File: src/rtl/gpio_expander_soft_pwm_core_macros.svh
// ----------------------------------------------------------------------------
// gpio expander assertion macros
// shared concurrent assertion forms, clocked on clk, held off during reset
// ----------------------------------------------------------------------------
`ifndef GPIO_EXPANDER_SOFT_PWM_CORE_MACROS_SVH
`define GPIO_EXPANDER_SOFT_PWM_CORE_MACROS_SVH

// same-cycle implication
`define GPESP_ASSERT_SAME(lbl, ante, cons, msg) \
  lbl: assert property (@(posedge clk) disable iff (!rst_n) (ante) |-> (cons)) \
    else $error(msg);

// next-cycle implication
`define GPESP_ASSERT_NEXT(lbl, ante, cons, msg) \
  lbl: assert property (@(posedge clk) disable iff (!rst_n) (ante) |=> (cons)) \
    else $error(msg);

`endif

File: src/rtl/gpesp_pkg.sv
// ----------------------------------------------------------------------------
// gpesp_pkg
// command codes, decoded operations, queue entry and sequencer state types
// ----------------------------------------------------------------------------
`timescale 1ns / 1ps
`default_nettype none

package gpesp_pkg;

  // raw command codes on the input channel
  localparam logic [3:0] CMD_SELECT   = 4'd0;
  localparam logic [3:0] CMD_READ_ALL = 4'd1;
  localparam logic [3:0] CMD_READ_SEL = 4'd2;
  localparam logic [3:0] CMD_DIR      = 4'd3;
  localparam logic [3:0] CMD_DIRS     = 4'd4;
  localparam logic [3:0] CMD_OUT      = 4'd5;
  localparam logic [3:0] CMD_OUTS     = 4'd6;
  localparam logic [3:0] CMD_DUTY     = 4'd7;
  localparam logic [3:0] CMD_PULL     = 4'd8;
  localparam logic [3:0] CMD_PULLS    = 4'd9;
  localparam logic [3:0] CMD_FREQ     = 4'd10;
  localparam logic [3:0] CMD_TICK     = 4'd11;

  // pwm constants
  localparam logic [15:0] DUTY_FULL   = 16'hFFFF;
  localparam logic [15:0] FREQ_RESET  = 16'd50;
  localparam logic [31:0] PWM_SCALE   = 32'd4092;
  localparam logic [7:0]  SEL_NONE    = 8'hFF;

  // command queue geometry
  localparam int QUEUE_DEPTH = 2;
  localparam int QPTR_W      = 1;

  // operation after classification; bad pins and unknown codes fold to reject
  typedef enum logic [3:0] {
    OP_SELECT,
    OP_READ_ALL,
    OP_READ_SEL,
    OP_DIR,
    OP_DIRS,
    OP_OUT,
    OP_OUTS,
    OP_DUTY,
    OP_PULL,
    OP_PULLS,
    OP_FREQ,
    OP_TICK,
    OP_REJECT
  } op_t;

  typedef struct packed {
    op_t         op;
    logic [7:0]  pin;
    logic        bit_val;
    logic [15:0] value;
    logic [7:0]  levels;
    logic [31:0] time_us;
  } cmd_entry_t;

  typedef enum logic [1:0] {
    ST_IDLE,
    ST_TICK,
    ST_DRAIN,
    ST_RESP
  } back_state_t;

endpackage

`default_nettype wire

File: src/rtl/gpesp_ifs.sv
// ----------------------------------------------------------------------------
// gpesp channel interfaces
// valid/ready channels for commands in and results out
// ----------------------------------------------------------------------------
`timescale 1ns / 1ps
`default_nettype none

interface gpesp_cmd_if;
  logic        valid;
  logic        ready;
  logic [3:0]  cmd;
  logic [7:0]  pin;
  logic [15:0] value;
  logic [7:0]  pin_levels;
  logic [31:0] time_us;

  modport source (output valid, cmd, pin, value, pin_levels, time_us, input ready);
  modport sink   (input valid, cmd, pin, value, pin_levels, time_us, output ready);
endinterface

interface gpesp_res_if;
  logic       valid;
  logic       ready;
  logic       status;
  logic [7:0] read_data;
  logic [7:0] dir_bits;
  logic [7:0] out_bits;
  logic [7:0] pullup_bits;

  modport source (output valid, status, read_data, dir_bits, out_bits, pullup_bits,
                  input ready);
  modport sink   (input valid, status, read_data, dir_bits, out_bits, pullup_bits,
                  output ready);
endinterface

`default_nettype wire

File: src/rtl/gpesp_front.sv
// ----------------------------------------------------------------------------
// gpesp_front
// accepts command transactions and classifies them into queue entries
// ----------------------------------------------------------------------------
`timescale 1ns / 1ps
`default_nettype none

module gpesp_front #(
  parameter int NUM_PINS = 8
) (
  gpesp_cmd_if.sink              in_chan,
  input  logic                   q_ready,
  output logic                   q_push,
  output gpesp_pkg::cmd_entry_t  q_entry
);

  logic pin_ok;
  logic single_pin;

  // handshake straight onto the queue
  assign in_chan.ready = q_ready;
  assign q_push        = in_chan.valid && q_ready;

  // decode command, folding bad pins of single-pin commands into reject
  always_comb begin
    pin_ok     = in_chan.pin < 8'(NUM_PINS);
    single_pin = in_chan.cmd inside {gpesp_pkg::CMD_DIR, gpesp_pkg::CMD_OUT,
                                     gpesp_pkg::CMD_DUTY, gpesp_pkg::CMD_PULL,
                                     gpesp_pkg::CMD_FREQ};

    q_entry.pin     = in_chan.pin;
    q_entry.bit_val = |in_chan.value[7:0];
    q_entry.value   = in_chan.value;
    q_entry.levels  = in_chan.pin_levels;
    q_entry.time_us = in_chan.time_us;

    unique case (in_chan.cmd)
      gpesp_pkg::CMD_SELECT:   q_entry.op = gpesp_pkg::OP_SELECT;
      gpesp_pkg::CMD_READ_ALL: q_entry.op = gpesp_pkg::OP_READ_ALL;
      gpesp_pkg::CMD_READ_SEL: q_entry.op = gpesp_pkg::OP_READ_SEL;
      gpesp_pkg::CMD_DIR:      q_entry.op = gpesp_pkg::OP_DIR;
      gpesp_pkg::CMD_DIRS:     q_entry.op = gpesp_pkg::OP_DIRS;
      gpesp_pkg::CMD_OUT:      q_entry.op = gpesp_pkg::OP_OUT;
      gpesp_pkg::CMD_OUTS:     q_entry.op = gpesp_pkg::OP_OUTS;
      gpesp_pkg::CMD_DUTY:     q_entry.op = gpesp_pkg::OP_DUTY;
      gpesp_pkg::CMD_PULL:     q_entry.op = gpesp_pkg::OP_PULL;
      gpesp_pkg::CMD_PULLS:    q_entry.op = gpesp_pkg::OP_PULLS;
      gpesp_pkg::CMD_FREQ:     q_entry.op = gpesp_pkg::OP_FREQ;
      gpesp_pkg::CMD_TICK:     q_entry.op = gpesp_pkg::OP_TICK;
      default:                 q_entry.op = gpesp_pkg::OP_REJECT;
    endcase

    if (single_pin && !pin_ok) begin
      q_entry.op = gpesp_pkg::OP_REJECT;
    end
  end

endmodule

`default_nettype wire

File: src/rtl/gpesp_queue.sv
// ----------------------------------------------------------------------------
// gpesp_queue
// short fifo of classified commands between front and back
// ----------------------------------------------------------------------------
`timescale 1ns / 1ps
`default_nettype none

module gpesp_queue (
  input  logic                  clk,
  input  logic                  rst_n,
  input  logic                  push,
  input  gpesp_pkg::cmd_entry_t push_entry,
  output logic                  push_ready,
  input  logic                  pop,
  output logic                  pop_valid,
  output gpesp_pkg::cmd_entry_t pop_entry
);

  gpesp_pkg::cmd_entry_t entries_r [gpesp_pkg::QUEUE_DEPTH];
  logic [gpesp_pkg::QPTR_W-1:0] wr_ptr_r, wr_ptr_nxt;
  logic [gpesp_pkg::QPTR_W-1:0] rd_ptr_r, rd_ptr_nxt;
  logic [gpesp_pkg::QPTR_W:0]   count_r, count_nxt;

  assign push_ready = count_r != (gpesp_pkg::QPTR_W + 1)'(gpesp_pkg::QUEUE_DEPTH);
  assign pop_valid  = count_r != '0;
  assign pop_entry  = entries_r[rd_ptr_r];

  // pointer and occupancy update
  always_comb begin
    wr_ptr_nxt = wr_ptr_r;
    rd_ptr_nxt = rd_ptr_r;
    count_nxt  = count_r;
    if (push) begin
      wr_ptr_nxt = wr_ptr_r + 1'b1;
    end
    if (pop) begin
      rd_ptr_nxt = rd_ptr_r + 1'b1;
    end
    case ({push, pop})
      2'b10:   count_nxt = count_r + 1'b1;
      2'b01:   count_nxt = count_r - 1'b1;
      default: count_nxt = count_r;
    endcase
  end

  always_ff @(posedge clk) begin
    if (!rst_n) begin
      wr_ptr_r <= '0;
      rd_ptr_r <= '0;
      count_r  <= '0;
    end else begin
      wr_ptr_r <= wr_ptr_nxt;
      rd_ptr_r <= rd_ptr_nxt;
      count_r  <= count_nxt;
    end
  end

  // entry storage
  always_ff @(posedge clk) begin
    if (push) begin
      entries_r[wr_ptr_r] <= push_entry;
    end
  end

endmodule

`default_nettype wire

File: src/rtl/gpesp_back.sv
// ----------------------------------------------------------------------------
// gpesp_back
// executes queued commands, holds pin state and walks the pwm tick per pin
// ----------------------------------------------------------------------------
`timescale 1ns / 1ps
`default_nettype none

`include "gpio_expander_soft_pwm_core_macros.svh"

module gpesp_back #(
  parameter int NUM_PINS = 8
) (
  input  logic                  clk,
  input  logic                  rst_n,
  input  logic                  q_valid,
  input  gpesp_pkg::cmd_entry_t q_entry,
  output logic                  q_pop,
  gpesp_res_if.source           out_chan
);

  localparam int PIN_W = (NUM_PINS > 1) ? $clog2(NUM_PINS) : 1;
  localparam int EXT_W = (NUM_PINS > 8) ? NUM_PINS : 8;
  localparam logic [PIN_W-1:0] LAST_PIN = PIN_W'(NUM_PINS - 1);

  gpesp_pkg::back_state_t state_r, state_nxt;

  logic [NUM_PINS-1:0] dir_r, dir_nxt;
  logic [NUM_PINS-1:0] outb_r, outb_nxt;
  logic [NUM_PINS-1:0] pull_r, pull_nxt;
  logic [NUM_PINS-1:0] pwm_r, pwm_nxt;
  logic [15:0]         duty_r [NUM_PINS];
  logic [15:0]         duty_nxt [NUM_PINS];
  logic [15:0]         freq_r [NUM_PINS];
  logic [15:0]         freq_nxt [NUM_PINS];
  logic [7:0]          sel_r, sel_nxt;

  logic [31:0]         now_r, now_nxt;
  logic [PIN_W-1:0]    idx_r, idx_nxt;

  logic                s1_valid_r, s1_valid_nxt;
  logic [PIN_W-1:0]    s1_idx_r, s1_idx_nxt;
  logic [31:0]         s1_prod_r, s1_prod_nxt;
  logic [15:0]         s1_duty_r, s1_duty_nxt;

  logic                res_valid_r, res_valid_nxt;
  logic                res_status_r, res_status_nxt;
  logic [7:0]          res_data_r, res_data_nxt;
  logic [7:0]          res_dir_r, res_dir_nxt;
  logic [7:0]          res_out_r, res_out_nxt;
  logic [7:0]          res_pull_r, res_pull_nxt;

  logic                slot_free;
  logic                res_load;
  logic [47:0]         mul_full;
  logic [63:0]         scaled_full;
  logic [PIN_W-1:0]    pidx;
  logic                sel_ok;
  logic [EXT_W-1:0]    lv_ext;
  logic [NUM_PINS-1:0] lv_masked;
  logic [NUM_PINS-1:0] val_mask;

  // low eight pins of a per-pin vector, zero padded
  function automatic logic [7:0] low8(input logic [NUM_PINS-1:0] v);
    logic [EXT_W-1:0] e;
    e = EXT_W'(v);
    return e[7:0];
  endfunction

  assign slot_free = !res_valid_r || out_chan.ready;

  // per-pin multiply chain: time x freq now, x 4092 on the next cycle
  assign mul_full    = now_r * freq_r[idx_r];
  assign scaled_full = s1_prod_r * gpesp_pkg::PWM_SCALE;

  // fields shared by several commands
  assign pidx      = q_entry.pin[PIN_W-1:0];
  assign sel_ok    = sel_r < 8'(NUM_PINS);
  assign lv_ext    = EXT_W'(q_entry.levels);
  assign lv_masked = lv_ext[NUM_PINS-1:0];
  assign val_mask  = q_entry.value[NUM_PINS-1:0];

  // sequencer next state, command execution and result loading
  always_comb begin
    state_nxt      = state_r;
    dir_nxt        = dir_r;
    outb_nxt       = outb_r;
    pull_nxt       = pull_r;
    pwm_nxt        = pwm_r;
    duty_nxt       = duty_r;
    freq_nxt       = freq_r;
    sel_nxt        = sel_r;
    now_nxt        = now_r;
    idx_nxt        = idx_r;
    q_pop          = 1'b0;
    res_load       = 1'b0;
    res_status_nxt = 1'b0;
    res_data_nxt   = '0;

    s1_valid_nxt = 1'b0;
    s1_idx_nxt   = idx_r;
    s1_prod_nxt  = mul_full[31:0];
    s1_duty_nxt  = duty_r[idx_r];

    // second pwm stage: compare phase against duty, write the output bit
    if (s1_valid_r) begin
      outb_nxt[s1_idx_r] = scaled_full[31:16] < s1_duty_r;
    end

    unique case (state_r)
      gpesp_pkg::ST_IDLE: begin
        if (q_valid && slot_free) begin
          q_pop = 1'b1;
          if (q_entry.op == gpesp_pkg::OP_TICK) begin
            now_nxt   = q_entry.time_us;
            idx_nxt   = '0;
            state_nxt = gpesp_pkg::ST_TICK;
          end else begin
            res_load = 1'b1;
            unique case (q_entry.op)
              gpesp_pkg::OP_SELECT:   sel_nxt = q_entry.pin;
              gpesp_pkg::OP_READ_ALL: res_data_nxt = low8(lv_masked);
              gpesp_pkg::OP_READ_SEL: begin
                if (sel_ok) begin
                  dir_nxt[sel_r[PIN_W-1:0]] = 1'b0;
                  res_data_nxt = {7'd0, (sel_r < 8'd8) ? q_entry.levels[sel_r[2:0]] : 1'b0};
                end else begin
                  res_status_nxt = 1'b1;
                end
              end
              gpesp_pkg::OP_DIR:   dir_nxt[pidx] = q_entry.bit_val;
              gpesp_pkg::OP_DIRS:  dir_nxt = val_mask;
              gpesp_pkg::OP_OUT: begin
                outb_nxt[pidx] = q_entry.bit_val;
                pwm_nxt[pidx]  = 1'b0;
                dir_nxt[pidx]  = 1'b1;
              end
              gpesp_pkg::OP_OUTS:  outb_nxt = val_mask;
              gpesp_pkg::OP_DUTY: begin
                duty_nxt[pidx] = q_entry.value;
                pwm_nxt[pidx]  = 1'b1;
                dir_nxt[pidx]  = 1'b1;
              end
              gpesp_pkg::OP_PULL:  pull_nxt[pidx] = q_entry.bit_val;
              gpesp_pkg::OP_PULLS: pull_nxt = val_mask;
              gpesp_pkg::OP_FREQ:  freq_nxt[pidx] = q_entry.value;
              default:             res_status_nxt = 1'b1;
            endcase
          end
        end
      end
      gpesp_pkg::ST_TICK: begin
        s1_valid_nxt = pwm_r[idx_r] && (duty_r[idx_r] != '0)
                       && (duty_r[idx_r] != gpesp_pkg::DUTY_FULL);
        if (idx_r == LAST_PIN) begin
          state_nxt = gpesp_pkg::ST_DRAIN;
        end else begin
          idx_nxt = idx_r + 1'b1;
        end
      end
      gpesp_pkg::ST_DRAIN: begin
        state_nxt = gpesp_pkg::ST_RESP;
      end
      gpesp_pkg::ST_RESP: begin
        if (slot_free) begin
          res_load  = 1'b1;
          state_nxt = gpesp_pkg::ST_IDLE;
        end
      end
      default: begin
        state_nxt = gpesp_pkg::ST_IDLE;
      end
    endcase

    // output register: drains on a taken transaction, refills on a load
    res_valid_nxt = res_valid_r && !out_chan.ready;
    res_dir_nxt   = res_dir_r;
    res_out_nxt   = res_out_r;
    res_pull_nxt  = res_pull_r;
    if (res_load) begin
      res_valid_nxt = 1'b1;
      res_dir_nxt   = low8(dir_nxt);
      res_out_nxt   = low8(outb_nxt);
      res_pull_nxt  = low8(pull_nxt);
    end else begin
      res_status_nxt = res_status_r;
      res_data_nxt   = res_data_r;
    end
  end

  // state register
  always_ff @(posedge clk) begin
    if (!rst_n) begin
      state_r <= gpesp_pkg::ST_IDLE;
    end else begin
      state_r <= state_nxt;
    end
  end

  // pin state, tables and control flags
  always_ff @(posedge clk) begin
    if (!rst_n) begin
      dir_r       <= '0;
      outb_r      <= '0;
      pull_r      <= '0;
      pwm_r       <= '0;
      sel_r       <= gpesp_pkg::SEL_NONE;
      s1_valid_r  <= 1'b0;
      res_valid_r <= 1'b0;
      for (int i = 0; i < NUM_PINS; i++) begin
        duty_r[i] <= '0;
        freq_r[i] <= gpesp_pkg::FREQ_RESET;
      end
    end else begin
      dir_r       <= dir_nxt;
      outb_r      <= outb_nxt;
      pull_r      <= pull_nxt;
      pwm_r       <= pwm_nxt;
      sel_r       <= sel_nxt;
      s1_valid_r  <= s1_valid_nxt;
      res_valid_r <= res_valid_nxt;
      duty_r      <= duty_nxt;
      freq_r      <= freq_nxt;
    end
  end

  // datapath payload registers
  always_ff @(posedge clk) begin
    now_r        <= now_nxt;
    idx_r        <= idx_nxt;
    s1_idx_r     <= s1_idx_nxt;
    s1_prod_r    <= s1_prod_nxt;
    s1_duty_r    <= s1_duty_nxt;
    res_status_r <= res_status_nxt;
    res_data_r   <= res_data_nxt;
    res_dir_r    <= res_dir_nxt;
    res_out_r    <= res_out_nxt;
    res_pull_r   <= res_pull_nxt;
  end

  assign out_chan.valid       = res_valid_r;
  assign out_chan.status      = res_status_r;
  assign out_chan.read_data   = res_data_r;
  assign out_chan.dir_bits    = res_dir_r;
  assign out_chan.out_bits    = res_out_r;
  assign out_chan.pullup_bits = res_pull_r;

  // checks
  `GPESP_ASSERT_SAME(a_pop_idle, q_pop, state_r == gpesp_pkg::ST_IDLE, "pop outside idle")
  `GPESP_ASSERT_SAME(a_no_overwrite, res_load, slot_free, "result overwritten before taken")
  `GPESP_ASSERT_SAME(a_s1_in_tick, s1_valid_r,
    (state_r == gpesp_pkg::ST_TICK) || (state_r == gpesp_pkg::ST_DRAIN), "pwm stage active outside tick")
  `GPESP_ASSERT_NEXT(a_drain_resp, state_r == gpesp_pkg::ST_DRAIN,
    state_r == gpesp_pkg::ST_RESP, "drain not followed by response")

endmodule

`default_nettype wire

File: src/rtl/gpio_expander_soft_pwm_core.sv
// ----------------------------------------------------------------------------
// gpio_expander_soft_pwm_core
// command-driven gpio expander with per-pin software pwm
// ----------------------------------------------------------------------------
// usage:
//   in_chan carries one command per transaction (cmd, pin, value, sampled
//   pin_levels, time_us); out_chan returns exactly one result per command
//   with status, read data and the direction, output and pullup bits as
//   they stand after that command.
//   commands pass through a two-entry queue; the back end executes a plain
//   command as it pops it and loads its result into the output register;
//   plain commands sustain one per cycle while the receiver keeps ready high.
//   a tick walks the pins through one shared two-stage multiply chain, one
//   pin per cycle, then passes through the drain and response states in the
//   back end before its result is loaded.
//   the result sits in an output register; while the receiver stalls, the
//   queue keeps taking commands until it is full, then in_chan.ready drops.
//   reset (synchronous, active low) clears all pin state, sets every
//   frequency to 50 and leaves no pin selected; the queue and output
//   register come up empty.
`timescale 1ns / 1ps
`default_nettype none

module gpio_expander_soft_pwm_core #(
  parameter int NUM_PINS = 8
) (
  input  logic        clk,
  input  logic        rst_n,
  gpesp_cmd_if.sink   in_chan,
  gpesp_res_if.source out_chan
);

  logic                  q_push;
  logic                  q_ready;
  logic                  q_pop;
  logic                  q_valid;
  gpesp_pkg::cmd_entry_t push_entry;
  gpesp_pkg::cmd_entry_t head_entry;

  // front: accept and classify
  gpesp_front #(
    .NUM_PINS (NUM_PINS)
  ) u_front (
    .in_chan (in_chan),
    .q_ready (q_ready),
    .q_push  (q_push),
    .q_entry (push_entry)
  );

  // queue between front and back
  gpesp_queue u_queue (
    .clk        (clk),
    .rst_n      (rst_n),
    .push       (q_push),
    .push_entry (push_entry),
    .push_ready (q_ready),
    .pop        (q_pop),
    .pop_valid  (q_valid),
    .pop_entry  (head_entry)
  );

  // back: execute and answer
  gpesp_back #(
    .NUM_PINS (NUM_PINS)
  ) u_back (
    .clk      (clk),
    .rst_n    (rst_n),
    .q_valid  (q_valid),
    .q_entry  (head_entry),
    .q_pop    (q_pop),
    .out_chan (out_chan)
  );

endmodule

`default_nettype wire

File: src/flat_wrapper.sv
// flat-port wrapper written by rule: the top's interface ports become plain ports
module gpio_expander_soft_pwm_core_flat 
#(
  parameter int NUM_PINS = 8
)
  (clk, rst_n, in_chan_valid, in_chan_cmd, in_chan_pin, in_chan_value, in_chan_pin_levels, in_chan_time_us, in_chan_ready, out_chan_valid, out_chan_status, out_chan_read_data, out_chan_dir_bits, out_chan_out_bits, out_chan_pullup_bits, out_chan_ready);
  gpesp_cmd_if in_chan_i ();
  gpesp_res_if out_chan_i ();
  input  logic clk;
  input  logic rst_n;
  input wire logic [$bits(in_chan_i.valid)-1:0] in_chan_valid;
  input wire logic [$bits(in_chan_i.cmd)-1:0] in_chan_cmd;
  input wire logic [$bits(in_chan_i.pin)-1:0] in_chan_pin;
  input wire logic [$bits(in_chan_i.value)-1:0] in_chan_value;
  input wire logic [$bits(in_chan_i.pin_levels)-1:0] in_chan_pin_levels;
  input wire logic [$bits(in_chan_i.time_us)-1:0] in_chan_time_us;
  output wire logic [$bits(in_chan_i.ready)-1:0] in_chan_ready;
  output wire logic [$bits(out_chan_i.valid)-1:0] out_chan_valid;
  output wire logic [$bits(out_chan_i.status)-1:0] out_chan_status;
  output wire logic [$bits(out_chan_i.read_data)-1:0] out_chan_read_data;
  output wire logic [$bits(out_chan_i.dir_bits)-1:0] out_chan_dir_bits;
  output wire logic [$bits(out_chan_i.out_bits)-1:0] out_chan_out_bits;
  output wire logic [$bits(out_chan_i.pullup_bits)-1:0] out_chan_pullup_bits;
  input wire logic [$bits(out_chan_i.ready)-1:0] out_chan_ready;
  assign in_chan_i.valid = in_chan_valid;
  assign in_chan_i.cmd = in_chan_cmd;
  assign in_chan_i.pin = in_chan_pin;
  assign in_chan_i.value = in_chan_value;
  assign in_chan_i.pin_levels = in_chan_pin_levels;
  assign in_chan_i.time_us = in_chan_time_us;
  assign in_chan_ready = in_chan_i.ready;
  assign out_chan_valid = out_chan_i.valid;
  assign out_chan_status = out_chan_i.status;
  assign out_chan_read_data = out_chan_i.read_data;
  assign out_chan_dir_bits = out_chan_i.dir_bits;
  assign out_chan_out_bits = out_chan_i.out_bits;
  assign out_chan_pullup_bits = out_chan_i.pullup_bits;
  assign out_chan_i.ready = out_chan_ready;
  gpio_expander_soft_pwm_core #(.NUM_PINS(NUM_PINS)) u_core (.clk(clk), .rst_n(rst_n), .in_chan(in_chan_i), .out_chan(out_chan_i));
endmodule
File: config.mk
export PLATFORM = sky130hd
export DESIGN_NAME = gpio_expander_soft_pwm_core_flat
export DESIGN_NICKNAME = d
export VERILOG_FILES = /design/src/rtl/gpesp_pkg.sv /design/src/rtl/gpesp_ifs.sv /design/src/rtl/gpesp_front.sv /design/src/rtl/gpesp_queue.sv /design/src/rtl/gpesp_back.sv /design/src/rtl/gpio_expander_soft_pwm_core.sv /design/src/flat_wrapper.sv
export VERILOG_INCLUDE_DIRS = /design/src /design/src/rtl
export SDC_FILE = /design/constraint.sdc
export NUM_CORES = 2
export LEC_CHECK = 0
export ABC_AREA = 1
export BUFFER_PORTS_ARGS = -buffer_cell sky130_fd_sc_hd__buf_2
export CELL_PAD_IN_SITES_DETAIL_PLACEMENT = 1
export CELL_PAD_IN_SITES_GLOBAL_PLACEMENT = 2
export CORE_UTILIZATION = 40
export DETAILED_ROUTE_END_ITERATION = 12
export HOLD_SLACK_MARGIN = 0.05
export PLACE_DENSITY = 0.86
export SYNTH_ARGS = -nofsm -noshare
export SYNTH_HDL_FRONTEND = slang
export SYNTH_SLANG_ARGS = --single-unit
export TNS_END_PERCENT = 100
File: constraint.sdc
create_clock -name clk -period 16.3 [get_ports clk]
set_input_delay 3.26 -clock clk [delete_from_list [all_inputs] [get_ports clk]]
set_output_delay 3.26 -clock clk [all_outputs]
set_load 0.005 [all_outputs]
==> flow_summary_export.csv <==
group,metric,value,unit
status,status,"finished, final reports clean",
timing,drv_slew,0,
critical_path,path_class,"flip-flop to flip-flop",
cts,cts_setup_buffers,0,
synthesis,syn-cell-area,37600,um^2
timing,period_needed,8.00,ns
synthesis,synth.top_cells.by_count,"inv_1 (845), nand2_1 (564), nor2_1 (502)",
synthesis,ys_warn_count,0,
timing,layout_setup_ws,8.30,ns
timing,clock.fmax,125,MHz
detailed_routing,first_iter_violations,1319,
timing,hold_viol,0,
critical_path,startpoint_type,"flip-flop",
cts,cts-root-buf,"clkbuf_16",
detailed_routing,drt-total-wl,108000,um
critical_path,worstPathArrival,8.49,ns
synthesis,ys_ff_latch,554,
synthesis,ys_seq_area_frac,0.348,
synthesis,synthFlopType,"dfxtp_1",
final_layout,nets,5011,
global_route,grt_use_total,0.233,
placement,port_buffers,104,
final_layout,drive_gt1_frac,0.0694,
floorplanning,die-area,95200,um^2
detailed_routing,drt_pass1_iterations,5,
timing,post-route-period-util,0.491,
placement,post-place-ws,8.33,ns
synthesis,syn_inst,4385,
synthesis,ys_types,51,
synthesis,synth_largest_area_cell,"fa_1",
cts,numCtsBuffers,66,
global_route,grt_pass1_wl,173000,um
synthesis,synth_nets,4996,
cts,cts_resized,0,
timing,rsz0062_at_grt,"no",
flow_run,max-cap-violations,0,
global_route,grt_max_degree,109,
floorplanning,start_util,0.403,
placement,dpl.hpwl,76100,um
synthesis,synth-edff-count,200,
critical_path,critPathSlowestCell,"fa_1",
critical_path,max_stage_delay,0.56,ns
detailed_routing,via_per_inst,5.11,
detailed_routing,ant_nets,0,
timing,finClkSkew,0.0363,ns
global_route,antenna_found_initial,3,
detailed_routing,drc,0,
timing,finalSetupViolations,0,
critical_path,cp_max_fo,39,
final_layout,fin_util,0.444,
synthesis,synth.area.top_cells,"fa_1 (22%), dfxtp_1 (19%), edfxtp_1 (16%)",
final_layout,fillCellCount,11000,
hold_path,min_path_type,"flip-flop to flip-flop",
detailed_routing,num_vias,29200,
cts,cts.htree.levels,3,
timing,relSlewSlack,0.296,
synthesis,async_reset_ff_frac,0,
placement,routabilityCongestion,0.870,
critical_path,worst_setup_path_end_kind,"flip-flop",
floorplanning,fp.dieW,309,um
synthesis,synth_top_area_frac,0.221,
critical_path,cp.required,16.79,ns
final_layout,area_growth,10.0,%
floorplanning,die_h,309,um
cts,clk_latency,0.62,ns
cts,clk_pin_slew,0.06,ns
global_route,grt_pass1_vias,31200,
global_route,grt_remaining_overflow,0,
floorplanning,coreArea,93200,um^2
floorplanning,ios,107,
synthesis,syn_area_per_cell,8.57,um^2
cts,cts_num_sinks,554,
cts,cts_hold_buffers,0,
cts,cts_tree,"yes",
timing,tns,0,ns
timing,holdWs,0.439,ns
critical_path,crit_top_cell,"fa_1",
synthesis,synth.most_common_cell,"inv_1",
floorplanning,fp-row-count,112,
detailed_routing,wire_per_inst,19.0,um
timing,worstMarginPinSlew,1.06,ns
cts,ctsLongestPathBuffers,3,
final cells by class:
type / count / area [um^2] / share of cell area
Multi-Input combinational cell: 2758 / 20400 / 0.493
Sequential cell: 554 / 13100 / 0.317
Inverter: 863 / 3240 / 0.0784
Clock buffer: 96 / 1920 / 0.0465
Tap cell: 1254 / 1570 / 0.0379
Timing Repair Buffer: 157 / 921 / 0.0223
Clock inverter: 22 / 201 / 0.00487
Antenna cell: 1 / 2.50 / 0.0000605
logic make-up (layout without fill, tap and decap cells):
kind of cell	Yosys count	in the layout	share of synthesized area
muxes	8	8	0.00213
buffers and inverters	1073	1138	0.110
other	0	1	0
adders and majority gates	539	539	0.262
AOI/OAI and AO/OA	900	900	0.127
xor gates and xnor gates	80	80	0.0186
and+or+nand+nor	1231	1231	0.132
DFF	554	554	0.348
per-stage QoR:
step                std cells  cell area [um^2]
finish                   5705             41300
detailed placement       5586             39200
CTS                      5704             41300
global route             5704             41300
global placement         5586             39200
floorplan                4385             37600
metal layers:
layer,track usage,wire [um],part of all wire,vias to the layer above
met5,0,12,0.00011,-
met1,0.301,47100,0.43,14800
met4,0.0698,2790,0.026,2
met2,0.407,54600,0.50,481
li1,-,-,-,13700
met3,0.0292,3970,0.037,164
cell usage in the layout (no fill, tap or decap), drive strengths merged, types with 8 or more instances in the layout:
| cell type | instances |
|---|---|
| inv | 863 |
| nand2 | 567 |
| nor2 | 508 |
| a21oi | 440 |
| fa | 414 |
| dfxtp | 354 |
| o21ai | 354 |
| edfxtp | 200 |
| buf | 157 |
| ha | 125 |
| clkbuf | 96 |
| nand3 | 84 |
| xor2 | 55 |
| o211ai | 35 |
| or2 | 26 |
| xnor2 | 25 |
| a31oi | 20 |
| clkinv | 19 |
| nor4 | 18 |
| nand4 | 17 |
| o22ai | 10 |
| a221oi | 9 |
| nor3 | 8 |
| mux2i | 8 |
flip-flops by register name (all words and copies together), names as in the netlist, 2 cells and up, named ones only:
signal	cells
u_core.u_back.dir_r	8
u_core.u_queue.count_r	2
u_core.u_back.s1_prod_r	30
u_core.u_back.state_r	2
u_core.u_back.s1_idx_r	3
u_core.u_back.freq_r	128
u_core.u_back.out_chan.read_data	8
u_core.u_back.idx_r	3
u_core.u_back.duty_r	128
u_core.u_back.now_r	30
u_core.u_back.out_chan.dir_bits	8
u_core.u_back.out_chan.out_bits	8
u_core.u_back.s1_duty_r	16
u_core.u_back.outb_r	8
u_core.u_back.pull_r	8
u_core.u_back.out_chan.pullup_bits	8
u_core.u_queue.entries_r	134
u_core.u_back.sel_r	8
path summary, 6_finish.rpt:
kind | startpoint | endpoint | slack, ns | cells after the start
max | u_core.u_back.idx_r[1] | u_core.u_back.s1_prod_r[29] | 8.30 | 31
min | u_core.u_back.duty_r[58] | u_core.u_back.duty_r[58] | 0.44 | 2
max reg2reg | u_core.u_back.idx_r[1] | u_core.u_back.s1_prod_r[29] | 8.30 | 31
min reg2reg | u_core.u_back.duty_r[58] | u_core.u_back.duty_r[58] | 0.44 | 2
worst max-delay path, delay by kind of cell, from the launching register on:
kind,cells,cell delay [ns]
buffers and inverters,8,1.64
adder cells (fa/ha/maj),7,3.49
flip-flops,1,0.36
AND/OR/NAND/NOR,6,0.55
AO/OA/AOI/OAI,10,1.73
Power is left out: the tool's default activity adds up to more than one toggle a clock period on the data nets, which glitch-free logic cannot reach.
